## config.mk

```make
export PLATFORM = sky130hd
export DESIGN_NAME = bucket_rms_loudness_gate_unit
export DESIGN_NICKNAME = d
export VERILOG_FILES = /design/src/rtl/brlg_pkg.sv /design/src/rtl/brlg_front.sv /design/src/rtl/brlg_queue.sv /design/src/rtl/brlg_back.sv /design/src/rtl/bucket_rms_loudness_gate_unit.sv
export VERILOG_INCLUDE_DIRS = /design/src /design/src/rtl
export SDC_FILE = /design/constraint.sdc
export NUM_CORES = 1
export LEC_CHECK = 0
export ABC_AREA = 1
export BUFFER_PORTS_ARGS = -buffer_cell sky130_fd_sc_hd__buf_2
export CAP_MARGIN = 20
export CELL_PAD_IN_SITES_DETAIL_PLACEMENT = 1
export CELL_PAD_IN_SITES_GLOBAL_PLACEMENT = 1
export CORE_UTILIZATION = 52
export DETAILED_ROUTE_END_ITERATION = 16
export PLACE_DENSITY_LB_ADDON = 0.25
export SYNTH_ARGS = -nofsm -noshare
export SYNTH_HDL_FRONTEND = slang
export SYNTH_SLANG_ARGS = --single-unit
export TNS_END_PERCENT = 1
```

## constraint.sdc

```tcl
create_clock -name aclk -period 15.2 [get_ports aclk]
set_input_delay 3.04 -clock aclk [delete_from_list [all_inputs] [get_ports aclk]]
set_output_delay 3.04 -clock aclk [all_outputs]
set_load 0.02 [all_outputs]
```

## src/rtl/bucket_rms_loudness_gate_unit_assert.svh

```systemverilog
// ----------------------------------------------------------------------------
// Assertion macros
// Immediate-cycle and next-cycle implication checks, compiled out in synthesis.
// ----------------------------------------------------------------------------
`ifndef BUCKET_RMS_LOUDNESS_GATE_UNIT_ASSERT_SVH
`define BUCKET_RMS_LOUDNESS_GATE_UNIT_ASSERT_SVH

`ifndef SYNTHESIS
`define BRLG_ASSERT_NOW(lbl, clk, rstn, ante, cons) \
    lbl: assert property (@(posedge clk) disable iff (!rstn) (ante) |-> (cons)) \
        else $error("assertion failed");
`define BRLG_ASSERT_NEXT(lbl, clk, rstn, ante, cons) \
    lbl: assert property (@(posedge clk) disable iff (!rstn) (ante) |=> (cons)) \
        else $error("assertion failed");
`else
`define BRLG_ASSERT_NOW(lbl, clk, rstn, ante, cons)
`define BRLG_ASSERT_NEXT(lbl, clk, rstn, ante, cons)
`endif

`endif

```

## src/rtl/brlg_pkg.sv

```systemverilog
// ----------------------------------------------------------------------------
// brlg_pkg
// Shared types and constants of the bucket RMS loudness gate.
// ----------------------------------------------------------------------------
package brlg_pkg;

    localparam int CFG_INDEX_WIDTH = 8;
    localparam int CFG_DATA_WIDTH  = 16;

    localparam logic [CFG_INDEX_WIDTH-1:0] CFG_LOUD_THRESHOLD     = 8'd0;
    localparam logic [CFG_INDEX_WIDTH-1:0] CFG_SAMPLES_PER_BUCKET = 8'd1;

    localparam logic [15:0] LOUD_THRESHOLD_RESET     = 16'd4260;
    localparam logic [15:0] SAMPLES_PER_BUCKET_RESET = 16'd22000;

    localparam int QUEUE_DEPTH   = 2;
    localparam int M_TDATA_WIDTH = 80;

    typedef struct packed {
        logic full;
        logic one_left;
    } queue_status_t;

    typedef enum logic [1:0] {
        BACK_IDLE,
        BACK_DIV,
        BACK_SQRT,
        BACK_FINISH
    } back_state_t;

endpackage

```

## src/rtl/brlg_front.sv

```systemverilog
// ----------------------------------------------------------------------------
// brlg_front
// Accepts samples, squares them, counts bucket position and accumulates.
// ----------------------------------------------------------------------------
module brlg_front #(
    parameter int SAMPLE_WIDTH = 16,
    parameter int SUM_WIDTH    = 46
) (
    input  logic                           aclk,
    input  logic                           aresetn,
    input  logic                           s_tvalid,
    output logic                           s_tready,
    input  logic signed [SAMPLE_WIDTH-1:0] sample,
    input  logic [15:0]                    samples_per_bucket,
    input  brlg_pkg::queue_status_t        q_status,
    output logic                           push_valid,
    output logic [SUM_WIDTH+15:0]          push_data
);

    localparam int SQ_WIDTH = 2 * SAMPLE_WIDTH;

    logic [SAMPLE_WIDTH-1:0] raw;
    logic [SAMPLE_WIDTH-1:0] mag;
    logic [SQ_WIDTH-1:0]     square;
    logic [15:0]             size;
    logic [15:0]             pos_inc;
    logic                    close;
    logic                    accept;
    logic [SUM_WIDTH-1:0]    sum_total;

    logic [15:0]          pos_reg,     pos_next;
    logic                 valid1_reg,  valid1_next;
    logic                 close1_reg,  close1_next;
    logic [15:0]          size1_reg,   size1_next;
    logic [SQ_WIDTH-1:0]  square1_reg, square1_next;
    logic [SUM_WIDTH-1:0] sum_reg,     sum_next;

    assign raw    = sample;
    assign mag    = raw[SAMPLE_WIDTH-1] ? (~raw + SAMPLE_WIDTH'(1)) : raw;
    assign square = SQ_WIDTH'(mag) * SQ_WIDTH'(mag);
    assign size   = (samples_per_bucket == 16'd0) ? 16'd1 : samples_per_bucket;
    assign pos_inc = pos_reg + 16'd1;
    assign close  = (pos_inc >= size);

    assign push_valid = valid1_reg && close1_reg;
    assign s_tready   = !q_status.full && !(q_status.one_left && push_valid);
    assign accept     = s_tvalid && s_tready;
    assign sum_total  = sum_reg + SUM_WIDTH'(square1_reg);
    assign push_data  = {size1_reg, sum_total};

    always_comb begin
        pos_next     = pos_reg;
        valid1_next  = accept;
        close1_next  = close1_reg;
        size1_next   = size1_reg;
        square1_next = square1_reg;
        sum_next     = sum_reg;
        if (accept) begin
            pos_next     = close ? 16'd0 : pos_inc;
            close1_next  = close;
            size1_next   = size;
            square1_next = square;
        end
        if (valid1_reg) begin
            sum_next = close1_reg ? '0 : sum_total;
        end
    end

    always_ff @(posedge aclk) begin
        if (!aresetn) begin
            pos_reg    <= '0;
            valid1_reg <= 1'b0;
            close1_reg <= 1'b0;
            sum_reg    <= '0;
        end else begin
            pos_reg    <= pos_next;
            valid1_reg <= valid1_next;
            close1_reg <= close1_next;
            sum_reg    <= sum_next;
        end
        size1_reg   <= size1_next;
        square1_reg <= square1_next;
    end

endmodule

```

## src/rtl/brlg_queue.sv

```systemverilog
// ----------------------------------------------------------------------------
// brlg_queue
// Short register queue of closed buckets between the front and back parts.
// ----------------------------------------------------------------------------
`include "bucket_rms_loudness_gate_unit_assert.svh"

module brlg_queue #(
    parameter int WIDTH = 62
) (
    input  logic                    aclk,
    input  logic                    aresetn,
    input  logic                    push_valid,
    input  logic [WIDTH-1:0]        push_data,
    output brlg_pkg::queue_status_t status,
    output logic                    pop_valid,
    input  logic                    pop_ready,
    output logic [WIDTH-1:0]        pop_data
);

    localparam int DEPTH   = brlg_pkg::QUEUE_DEPTH;
    localparam int PTR_W   = $clog2(DEPTH);
    localparam int COUNT_W = $clog2(DEPTH + 1);

    logic [WIDTH-1:0] entry_reg [DEPTH];
    logic [PTR_W-1:0] wr_ptr_reg, wr_ptr_next;
    logic [PTR_W-1:0] rd_ptr_reg, rd_ptr_next;
    logic [COUNT_W-1:0] count_reg, count_next;
    logic pop;

    assign pop             = pop_valid && pop_ready;
    assign pop_valid       = (count_reg != '0);
    assign pop_data        = entry_reg[rd_ptr_reg];
    assign status.full     = (count_reg == COUNT_W'(DEPTH));
    assign status.one_left = (count_reg == COUNT_W'(DEPTH - 1));

    always_comb begin
        wr_ptr_next = wr_ptr_reg;
        rd_ptr_next = rd_ptr_reg;
        count_next  = count_reg;
        if (push_valid) begin
            wr_ptr_next = (wr_ptr_reg == PTR_W'(DEPTH - 1)) ? '0 : wr_ptr_reg + PTR_W'(1);
        end
        if (pop) begin
            rd_ptr_next = (rd_ptr_reg == PTR_W'(DEPTH - 1)) ? '0 : rd_ptr_reg + PTR_W'(1);
        end
        if (push_valid && !pop) begin
            count_next = count_reg + COUNT_W'(1);
        end else if (pop && !push_valid) begin
            count_next = count_reg - COUNT_W'(1);
        end
    end

    always_ff @(posedge aclk) begin
        if (!aresetn) begin
            wr_ptr_reg <= '0;
            rd_ptr_reg <= '0;
            count_reg  <= '0;
        end else begin
            wr_ptr_reg <= wr_ptr_next;
            rd_ptr_reg <= rd_ptr_next;
            count_reg  <= count_next;
        end
        if (push_valid) begin
            entry_reg[wr_ptr_reg] <= push_data;
        end
    end

    `BRLG_ASSERT_NOW(a_no_overflow, aclk, aresetn, push_valid, !status.full)
    `BRLG_ASSERT_NOW(a_count_bound, aclk, aresetn, 1'b1, count_reg <= COUNT_W'(DEPTH))
    `BRLG_ASSERT_NEXT(a_push_counts, aclk, aresetn, push_valid && !pop, count_reg == $past(count_reg) + COUNT_W'(1))

endmodule

```

## src/rtl/brlg_back.sv

```systemverilog
// ----------------------------------------------------------------------------
// brlg_back
// Divides a closed bucket sum by its size, takes the square root, judges the
// level and updates the bucket counts into the output register.
// ----------------------------------------------------------------------------
`include "bucket_rms_loudness_gate_unit_assert.svh"

module brlg_back #(
    parameter int SAMPLE_WIDTH = 16,
    parameter int COUNT_WIDTH  = 32,
    parameter int SUM_WIDTH    = 46
) (
    input  logic                                aclk,
    input  logic                                aresetn,
    input  logic                                q_valid,
    output logic                                q_ready,
    input  logic [SUM_WIDTH+15:0]               q_data,
    input  logic [15:0]                         loud_threshold,
    output logic                                m_tvalid,
    input  logic                                m_tready,
    output logic [brlg_pkg::M_TDATA_WIDTH-1:0]  m_tdata,
    output logic                                m_tuser
);

    localparam int ROOT_W = SUM_WIDTH / 2;
    localparam int SREM_W = ROOT_W + 2;
    localparam int STEP_W = $clog2(SUM_WIDTH + 1);
    localparam logic [ROOT_W-1:0] RMS_MAX = ROOT_W'(1) << (SAMPLE_WIDTH - 1);

    brlg_pkg::back_state_t state_reg, state_next;

    logic [SUM_WIDTH-1:0]    q_reg,    q_next;
    logic [16:0]             rem_reg,  rem_next;
    logic [15:0]             d_reg,    d_next;
    logic [ROOT_W-1:0]       root_reg, root_next;
    logic [SREM_W-1:0]       srem_reg, srem_next;
    logic [STEP_W-1:0]       step_reg, step_next;
    logic                    out_valid_reg, out_valid_next;
    logic [SAMPLE_WIDTH-1:0] out_rms_reg,   out_rms_next;
    logic                    out_good_reg,  out_good_next;
    logic [COUNT_WIDTH-1:0]  good_cnt_reg,  good_cnt_next;
    logic [COUNT_WIDTH-1:0]  closed_cnt_reg, closed_cnt_next;

    logic [16:0]             rem_sh;
    logic [SREM_W-1:0]       srem_sh;
    logic [SREM_W-1:0]       trial;
    logic [SAMPLE_WIDTH-1:0] rms_sat;
    logic                    good;
    logic                    load;

    assign rem_sh  = {rem_reg[15:0], q_reg[SUM_WIDTH-1]};
    assign srem_sh = {srem_reg[SREM_W-3:0], q_reg[SUM_WIDTH-1:SUM_WIDTH-2]};
    assign trial   = {root_reg, 2'b01};
    assign rms_sat = SAMPLE_WIDTH'((root_reg > RMS_MAX) ? RMS_MAX : root_reg);
    assign good    = (32'(rms_sat) > 32'(loud_threshold));
    assign load    = (state_reg == brlg_pkg::BACK_FINISH) && (!out_valid_reg || m_tready);

    always_comb begin
        state_next = state_reg;
        case (state_reg)
            brlg_pkg::BACK_IDLE: begin
                if (q_valid) state_next = brlg_pkg::BACK_DIV;
            end
            brlg_pkg::BACK_DIV: begin
                if (step_reg == STEP_W'(SUM_WIDTH - 1)) state_next = brlg_pkg::BACK_SQRT;
            end
            brlg_pkg::BACK_SQRT: begin
                if (step_reg == STEP_W'(ROOT_W - 1)) state_next = brlg_pkg::BACK_FINISH;
            end
            brlg_pkg::BACK_FINISH: begin
                if (load) state_next = brlg_pkg::BACK_IDLE;
            end
            default: state_next = brlg_pkg::BACK_IDLE;
        endcase
    end

    always_comb begin
        q_ready         = 1'b0;
        q_next          = q_reg;
        rem_next        = rem_reg;
        d_next          = d_reg;
        root_next       = root_reg;
        srem_next       = srem_reg;
        step_next       = step_reg;
        out_valid_next  = out_valid_reg && !m_tready;
        out_rms_next    = out_rms_reg;
        out_good_next   = out_good_reg;
        good_cnt_next   = good_cnt_reg;
        closed_cnt_next = closed_cnt_reg;
        case (state_reg)
            brlg_pkg::BACK_IDLE: begin
                q_ready = 1'b1;
                if (q_valid) begin
                    q_next    = q_data[SUM_WIDTH-1:0];
                    d_next    = q_data[SUM_WIDTH+15:SUM_WIDTH];
                    rem_next  = '0;
                    step_next = '0;
                end
            end
            brlg_pkg::BACK_DIV: begin
                if (rem_sh >= {1'b0, d_reg}) begin
                    rem_next = rem_sh - {1'b0, d_reg};
                    q_next   = {q_reg[SUM_WIDTH-2:0], 1'b1};
                end else begin
                    rem_next = rem_sh;
                    q_next   = {q_reg[SUM_WIDTH-2:0], 1'b0};
                end
                step_next = step_reg + STEP_W'(1);
                if (step_reg == STEP_W'(SUM_WIDTH - 1)) begin
                    step_next = '0;
                    root_next = '0;
                    srem_next = '0;
                end
            end
            brlg_pkg::BACK_SQRT: begin
                if (srem_sh >= trial) begin
                    srem_next = srem_sh - trial;
                    root_next = {root_reg[ROOT_W-2:0], 1'b1};
                end else begin
                    srem_next = srem_sh;
                    root_next = {root_reg[ROOT_W-2:0], 1'b0};
                end
                q_next    = {q_reg[SUM_WIDTH-3:0], 2'b00};
                step_next = step_reg + STEP_W'(1);
            end
            brlg_pkg::BACK_FINISH: begin
                if (load) begin
                    out_valid_next  = 1'b1;
                    out_rms_next    = rms_sat;
                    out_good_next   = good;
                    closed_cnt_next = (&closed_cnt_reg) ? closed_cnt_reg
                                                        : closed_cnt_reg + COUNT_WIDTH'(1);
                    if (good) begin
                        good_cnt_next = (&good_cnt_reg) ? good_cnt_reg
                                                        : good_cnt_reg + COUNT_WIDTH'(1);
                    end
                end
            end
            default: begin
                q_ready = 1'b0;
            end
        endcase
    end

    always_ff @(posedge aclk) begin
        if (!aresetn) begin
            state_reg      <= brlg_pkg::BACK_IDLE;
            step_reg       <= '0;
            out_valid_reg  <= 1'b0;
            good_cnt_reg   <= '0;
            closed_cnt_reg <= '0;
        end else begin
            state_reg      <= state_next;
            step_reg       <= step_next;
            out_valid_reg  <= out_valid_next;
            good_cnt_reg   <= good_cnt_next;
            closed_cnt_reg <= closed_cnt_next;
        end
        q_reg        <= q_next;
        rem_reg      <= rem_next;
        d_reg        <= d_next;
        root_reg     <= root_next;
        srem_reg     <= srem_next;
        out_rms_reg  <= out_rms_next;
        out_good_reg <= out_good_next;
    end

    assign m_tvalid = out_valid_reg;
    assign m_tuser  = out_good_reg;
    assign m_tdata  = {32'(closed_cnt_reg), 32'(good_cnt_reg), 16'(out_rms_reg)};

    `BRLG_ASSERT_NEXT(a_load_shows, aclk, aresetn, load, out_valid_reg)
    `BRLG_ASSERT_NOW(a_good_le_closed, aclk, aresetn, 1'b1, good_cnt_reg <= closed_cnt_reg)
    `BRLG_ASSERT_NOW(a_rms_bound, aclk, aresetn, out_valid_reg, 32'(out_rms_reg) <= 32'(RMS_MAX))

endmodule

```

## src/rtl/bucket_rms_loudness_gate_unit.sv

```systemverilog
// ----------------------------------------------------------------------------
// bucket_rms_loudness_gate_unit
// Windowed RMS level detector with a loudness gate and bucket counters.
// ----------------------------------------------------------------------------
// One sample is taken per clock while the closed-bucket queue has room. Each
// closed bucket then leaves the queue, runs through the bit-serial divider and
// the square root and loads the output register; the back end works on one
// bucket at a time. The queue holds two closed buckets, so buckets longer than
// the back end's work run at one sample per clock while the output is taken,
// and shorter ones are paced by the divider and root unit.
module bucket_rms_loudness_gate_unit #(
    parameter int SAMPLE_WIDTH = 16,
    parameter int COUNT_WIDTH  = 32,
    localparam int S_TDATA_WIDTH = ((SAMPLE_WIDTH + 7) / 8) * 8
) (
    input  logic                                 aclk,
    input  logic                                 aresetn,
    input  logic                                 s_tvalid,
    output logic                                 s_tready,
    // Fields from bit 0: sample.
    input  logic [S_TDATA_WIDTH-1:0]             s_tdata,
    output logic                                 m_tvalid,
    input  logic                                 m_tready,
    // Fields from bit 0: rms_level, good_total, bucket_total.
    output logic [brlg_pkg::M_TDATA_WIDTH-1:0]   m_tdata,
    // Fields from bit 0: is_good.
    output logic                                 m_tuser,
    input  logic                                 cfg_valid,
    output logic                                 cfg_ready,
    input  logic [brlg_pkg::CFG_INDEX_WIDTH-1:0] cfg_index,
    input  logic [brlg_pkg::CFG_DATA_WIDTH-1:0]  cfg_data
);

    localparam int SUM_WIDTH = 2 * SAMPLE_WIDTH + 14;
    localparam int Q_WIDTH   = SUM_WIDTH + 16;

    logic [15:0] loud_threshold_reg,     loud_threshold_next;
    logic [15:0] samples_per_bucket_reg, samples_per_bucket_next;

    brlg_pkg::queue_status_t q_status;
    logic                    push_valid;
    logic [Q_WIDTH-1:0]      push_data;
    logic                    pop_valid;
    logic                    pop_ready;
    logic [Q_WIDTH-1:0]      pop_data;

    assign cfg_ready = 1'b1;

    always_comb begin
        loud_threshold_next     = loud_threshold_reg;
        samples_per_bucket_next = samples_per_bucket_reg;
        if (cfg_valid && cfg_ready) begin
            if (cfg_index == brlg_pkg::CFG_LOUD_THRESHOLD) begin
                loud_threshold_next = cfg_data;
            end else if (cfg_index == brlg_pkg::CFG_SAMPLES_PER_BUCKET) begin
                samples_per_bucket_next = cfg_data;
            end
        end
    end

    always_ff @(posedge aclk) begin
        if (!aresetn) begin
            loud_threshold_reg     <= brlg_pkg::LOUD_THRESHOLD_RESET;
            samples_per_bucket_reg <= brlg_pkg::SAMPLES_PER_BUCKET_RESET;
        end else begin
            loud_threshold_reg     <= loud_threshold_next;
            samples_per_bucket_reg <= samples_per_bucket_next;
        end
    end

    brlg_front #(
        .SAMPLE_WIDTH (SAMPLE_WIDTH),
        .SUM_WIDTH    (SUM_WIDTH)
    ) u_front (
        .aclk               (aclk),
        .aresetn            (aresetn),
        .s_tvalid           (s_tvalid),
        .s_tready           (s_tready),
        .sample             (s_tdata[SAMPLE_WIDTH-1:0]),
        .samples_per_bucket (samples_per_bucket_reg),
        .q_status           (q_status),
        .push_valid         (push_valid),
        .push_data          (push_data)
    );

    brlg_queue #(
        .WIDTH (Q_WIDTH)
    ) u_queue (
        .aclk       (aclk),
        .aresetn    (aresetn),
        .push_valid (push_valid),
        .push_data  (push_data),
        .status     (q_status),
        .pop_valid  (pop_valid),
        .pop_ready  (pop_ready),
        .pop_data   (pop_data)
    );

    brlg_back #(
        .SAMPLE_WIDTH (SAMPLE_WIDTH),
        .COUNT_WIDTH  (COUNT_WIDTH),
        .SUM_WIDTH    (SUM_WIDTH)
    ) u_back (
        .aclk           (aclk),
        .aresetn        (aresetn),
        .q_valid        (pop_valid),
        .q_ready        (pop_ready),
        .q_data         (pop_data),
        .loud_threshold (loud_threshold_reg),
        .m_tvalid       (m_tvalid),
        .m_tready       (m_tready),
        .m_tdata        (m_tdata),
        .m_tuser        (m_tuser)
    );

endmodule

```

==> key figures <==
Placed design
  • Port bufs: about 130
  • Routability cong.: between 0.9 and 1
  • HPWL Detailed: slightly below 80000 µm

Route
  • Routed via count: approximately 29000
  • DR pass1 iterations: 6
  • Avg WL per Cell: between 15 and 20 µm
  • Post-route ant nets: 0
  • DRT iter0 DRCs: between 1500 and 2000
  • DRC errors left: 0
  • DR vias/cell: between 5 and 6
  • Routed WL: about 100000 µm

Die
  • # rows: just over 90
  • Ports: ~130
  • Initial Utilization: 52.7%
  • Total Die Area: about 67000 µm²
  • CORE AREA: between 60000 and 70000 µm²
  • Die Wd: 258 µm
  • Die Ht: roughly 260 µm

CTS
  • Longest Clk Path Bufs: 3
  • Inserted Clock Buffers: 55
  • Post-CTS Setup Bufs: 0
  • TritonCTS clock tree: built
  • Clk_lat worst skew: approximately 640 ps
  • Resized cells post-CTS: 0
  • Clock Pin Slew Worst Setup and Hold Paths: ~70 ps
  • CTS Hold Buffers Added: 0
  • # clock sinks: between 400 and 500
  • H-tree Lvls: 2
  • CTS root buffer: clkbuf_16

Cells and area
  • Max FFs per register: around 120
  • Layout cells sized above 1: roughly 6.6%
  • Filler instances: 7981
  • Nets@finish: 4784
  • Layout area overhead: 9.98%

Timing
  • Setup Total Neg Slack: 0 ps
  • Crit path time final: 9770 ps
  • RSZ-0062 raised after global routing: false
  • FMAX: 102 MHz
  • Slew @ Worst Pin: about 1100 ps
  • Final Hold Fails: 0
  • Crit share post-route: 64.3%
  • Fin Hold WS: between 400 and 500 ps
  • Slew Viols, Final: 0
  • Fin Clk Skew: between 40 and 50 ps
  • Max_slew headroom: a little over a quarter
  • Final setup violating endpoints: 0

Yosys
  • EDFF count, synth: ~310
  • Share of the synthesized area in the top cell type: 27.5%
  • Post-synth top flop: edfxtp_1
  • Ys async rst share: 0%
  • Synth Area in Compound Gates: around 8.9%
  • Post-Synth XOR/XNOR Area: under 10%
  • Cell taking the most area after synthesis: edfxtp_1
  • Main combinational cell family by area after synthesis: simple AND/OR/NAND/NOR gates
  • Register bit total from synthesis: about 500
  • Post-synthesis sequential area ratio: between 30 and 40%
  • Yosys cell types: 51
  • Yosys Warn Count: 0
  • Post-Synth Simple-Gate Area: between 20% and 30%
  • Mux contribution to synthesized area: 0%
  • Synth top area cells: edfxtp_1 (28%), nand2_1 (11%), dfxtp_1 (10%), fa_1 (9.8%), inv_1 (8.0%)
  • Synthesized-area fraction occupied by adder cells: ~18%
  • Synth Instances: approximately 4300
  • Syn Area/Cell: about 8 µm²
  • Mapped cell area: 34100 µm²

Setup path
  • Crit path top cell by count: inv_1
  • Slowest-stage cell, CP: fa_1
  • Buf/Inv on CP: 11
  • CP Data Arrival Time: ~10000 ps
  • R2R Path End: u_back.good_cnt_reg[0]$_SDFFE_PN0P_
  • Setup crit start: s_tdata[0]
  • Reg2Reg Setup Slack: between 10000 and 15000 ps
  • Reg2Reg Depth: 21
  • Worst setup SP type: input pin
  • Critical path's largest stage delay: 560 ps
  • Setup crit end: u_front.square1_reg[29]$_DFFE_PP_
  • Critical path endpoint category: flop
  • Crit Path Max Fanout: 19
  • Kind of critical path: in2reg
  • Critical Path Stages: 32
  • Critical Path RT: approximately 16000 ps
  • Cell family with most CP delay: adder cells
  • Worst reg2reg startpoint: u_back.root_reg[19]$_SDFFCE_PN0P_

Global routing
  • Pin count of the biggest net entering global routing: between 80 and 90
  • Initial antenna violation count: 3
  • Grt ovf: 0
  • Tot GR Track Use: approximately a third
  • Vias in the first global route: around 31000
  • First-pass GRT wire length: 166000 µm

Power
  • Power Density: 220 nW/µm²
  • Leak: 17.5 nW
  • Maximum vdd drop: ~0.18 mV

Min path
  • Tightest Hold Check Type: reg2reg

Run status
  • Status: finished clean

Job
  • Max Cap Viol: 0
final cells by class:
class,count,area (µm²),area share (%)
multi-input cells,2924,18000,48.0
flip-flops and latches,486,12900,34.3
inverters,742,2790,7.44
clock buffers,77,1600,4.28
well taps,855,1070,2.86
repair buffers,148,801,2.14
clock inverters,27,352,0.939
diodes,1,2.50,0.00668
stage by stage:
stage | area (µm²) | utilization (%) | worst slack (ps) | std cells | total power, W
2_1_floorplan | 34100 | - | 5730 | 4273 | 0.00537
3_3_place_gp | 35500 | 54.9 | 5120 | 5154 | 0.00647
3_5_place_dp | 35500 | 54.9 | 4760 | 5154 | 0.00674
4_1_cts | 37400 | 58.0 | 5420 | 5258 | 0.00823
5_1_grt | 37500 | 58.0 | 4900 | 5260 | 0.00886
6_report | 37500 | 58.0 | 5430 | 5260 | 0.00822
routing by layer:
| layer | track usage, % | part of all wire (%) |
|---|---|---|
| met1 | 40.2 | 43 |
| met2 | 55.0 | 49 |
| met3 | 4.10 | 4.5 |
| met4 | 10.7 | 3.3 |
| met5 | 0 | 0.0086 |
worst register-to-register path: stages, from the launching register on:
cell and delay (ps):
edfxtp_1 400, inv_1 100, nand4_1 110, nor4_1 780
nand2_1 360, nand2_1 220, inv_1 210, nor2_1 220
inv_1 70, ha_1 180, inv_1 60, a21oi_1 80
o21ai_0 250, nand2_1 110, nand2_1 70, nand2_1 60
a21oi_2 110, buf_4 340, nand2_1 440, buf_8 310
o21ai_0 160, nor2_1 50
report_power, final:
part / leakage [nW] / switching [W] / internal [W]
registers: 4.32 / 0.000124 / 0.00186
clock network: 0.952 / 0.000585 / 0.000844
logic: 12.2 / 0.00320 / 0.00161
total: 17.5 / 0.00391 / 0.00431
synth_stat cells (all sizes together), types with 26 or more instances:
cell type and count:
buf 35, nand2 1038, ha 216, fa 166, o221ai 45, clkbuf 86
a21oi 279, xor2 89, nand4 44, and2 26, nor2 465, nand3 178
o21ai 169, dfxtp 174, nor3 48, inv 735, xnor2 51, edfxtp 312
layout by cell type (no fill, tap or decap), types with 10 or more instances in the layout:
cell       Yosys  layout
a21oi_1      277     276
and2_1        26      26
buf_2         20     127
buf_4          8      20
clkbuf_1      86      10
clkbuf_16      0      57
clkbuf_8       0      10
conb_1         2      12
dfxtp_1      174     173
edfxtp_1     312     312
fa_1         166     166
ha_1         216     215
inv_1        730     729
nand2_1     1029    1029
nand3_1      174     174
nand4_1       44      44
nor2_1       461     457
nor3_1        45      45
nor4_1        19      19
o211ai_1      15      15
o21ai_0      160     160
o221ai_1      45      45
or2_2         10      10
xnor2_1       51      51
xor2_1        89      89
worst min path at each step:
| stage | to | slack, ps | depth (start not counted) | start |
|---|---|---|---|---|
| final | u_queue.entry_reg[0][59]$_DFFE_PP_ | 440 | 0 | u_front.size1_reg[13]$_DFFE_PP_ |
| after global routing | u_queue.entry_reg[0][59]$_DFFE_PP_ | 450 | 0 | u_front.size1_reg[13]$_DFFE_PP_ |
| after global placement | u_queue.entry_reg[1][51]$_DFFE_PP_ | 430 | 0 | u_front.size1_reg[5]$_DFFE_PP_ |
| after detailed placement | u_queue.entry_reg[1][59]$_DFFE_PP_ | 440 | 0 | u_front.size1_reg[13]$_DFFE_PP_ |
| after CTS | u_queue.entry_reg[0][59]$_DFFE_PP_ | 440 | 0 | u_front.size1_reg[13]$_DFFE_PP_ |
| after floorplan | u_queue.entry_reg[0][46]$_DFFE_PP_ | 420 | 0 | u_front.size1_reg[0]$_DFFE_PP_ |
cells by family after synthesis:
group / count (synthesis)
AO/OA/AOI/OAI: 545
XOR/XNOR: 140
adder cells (fa/ha/maj): 382
buffers and inverters: 863
flip-flops: 486
other: 2
AND/OR/NAND/NOR: 1845
No activity file was read; power rests on OpenSTA's default activity.
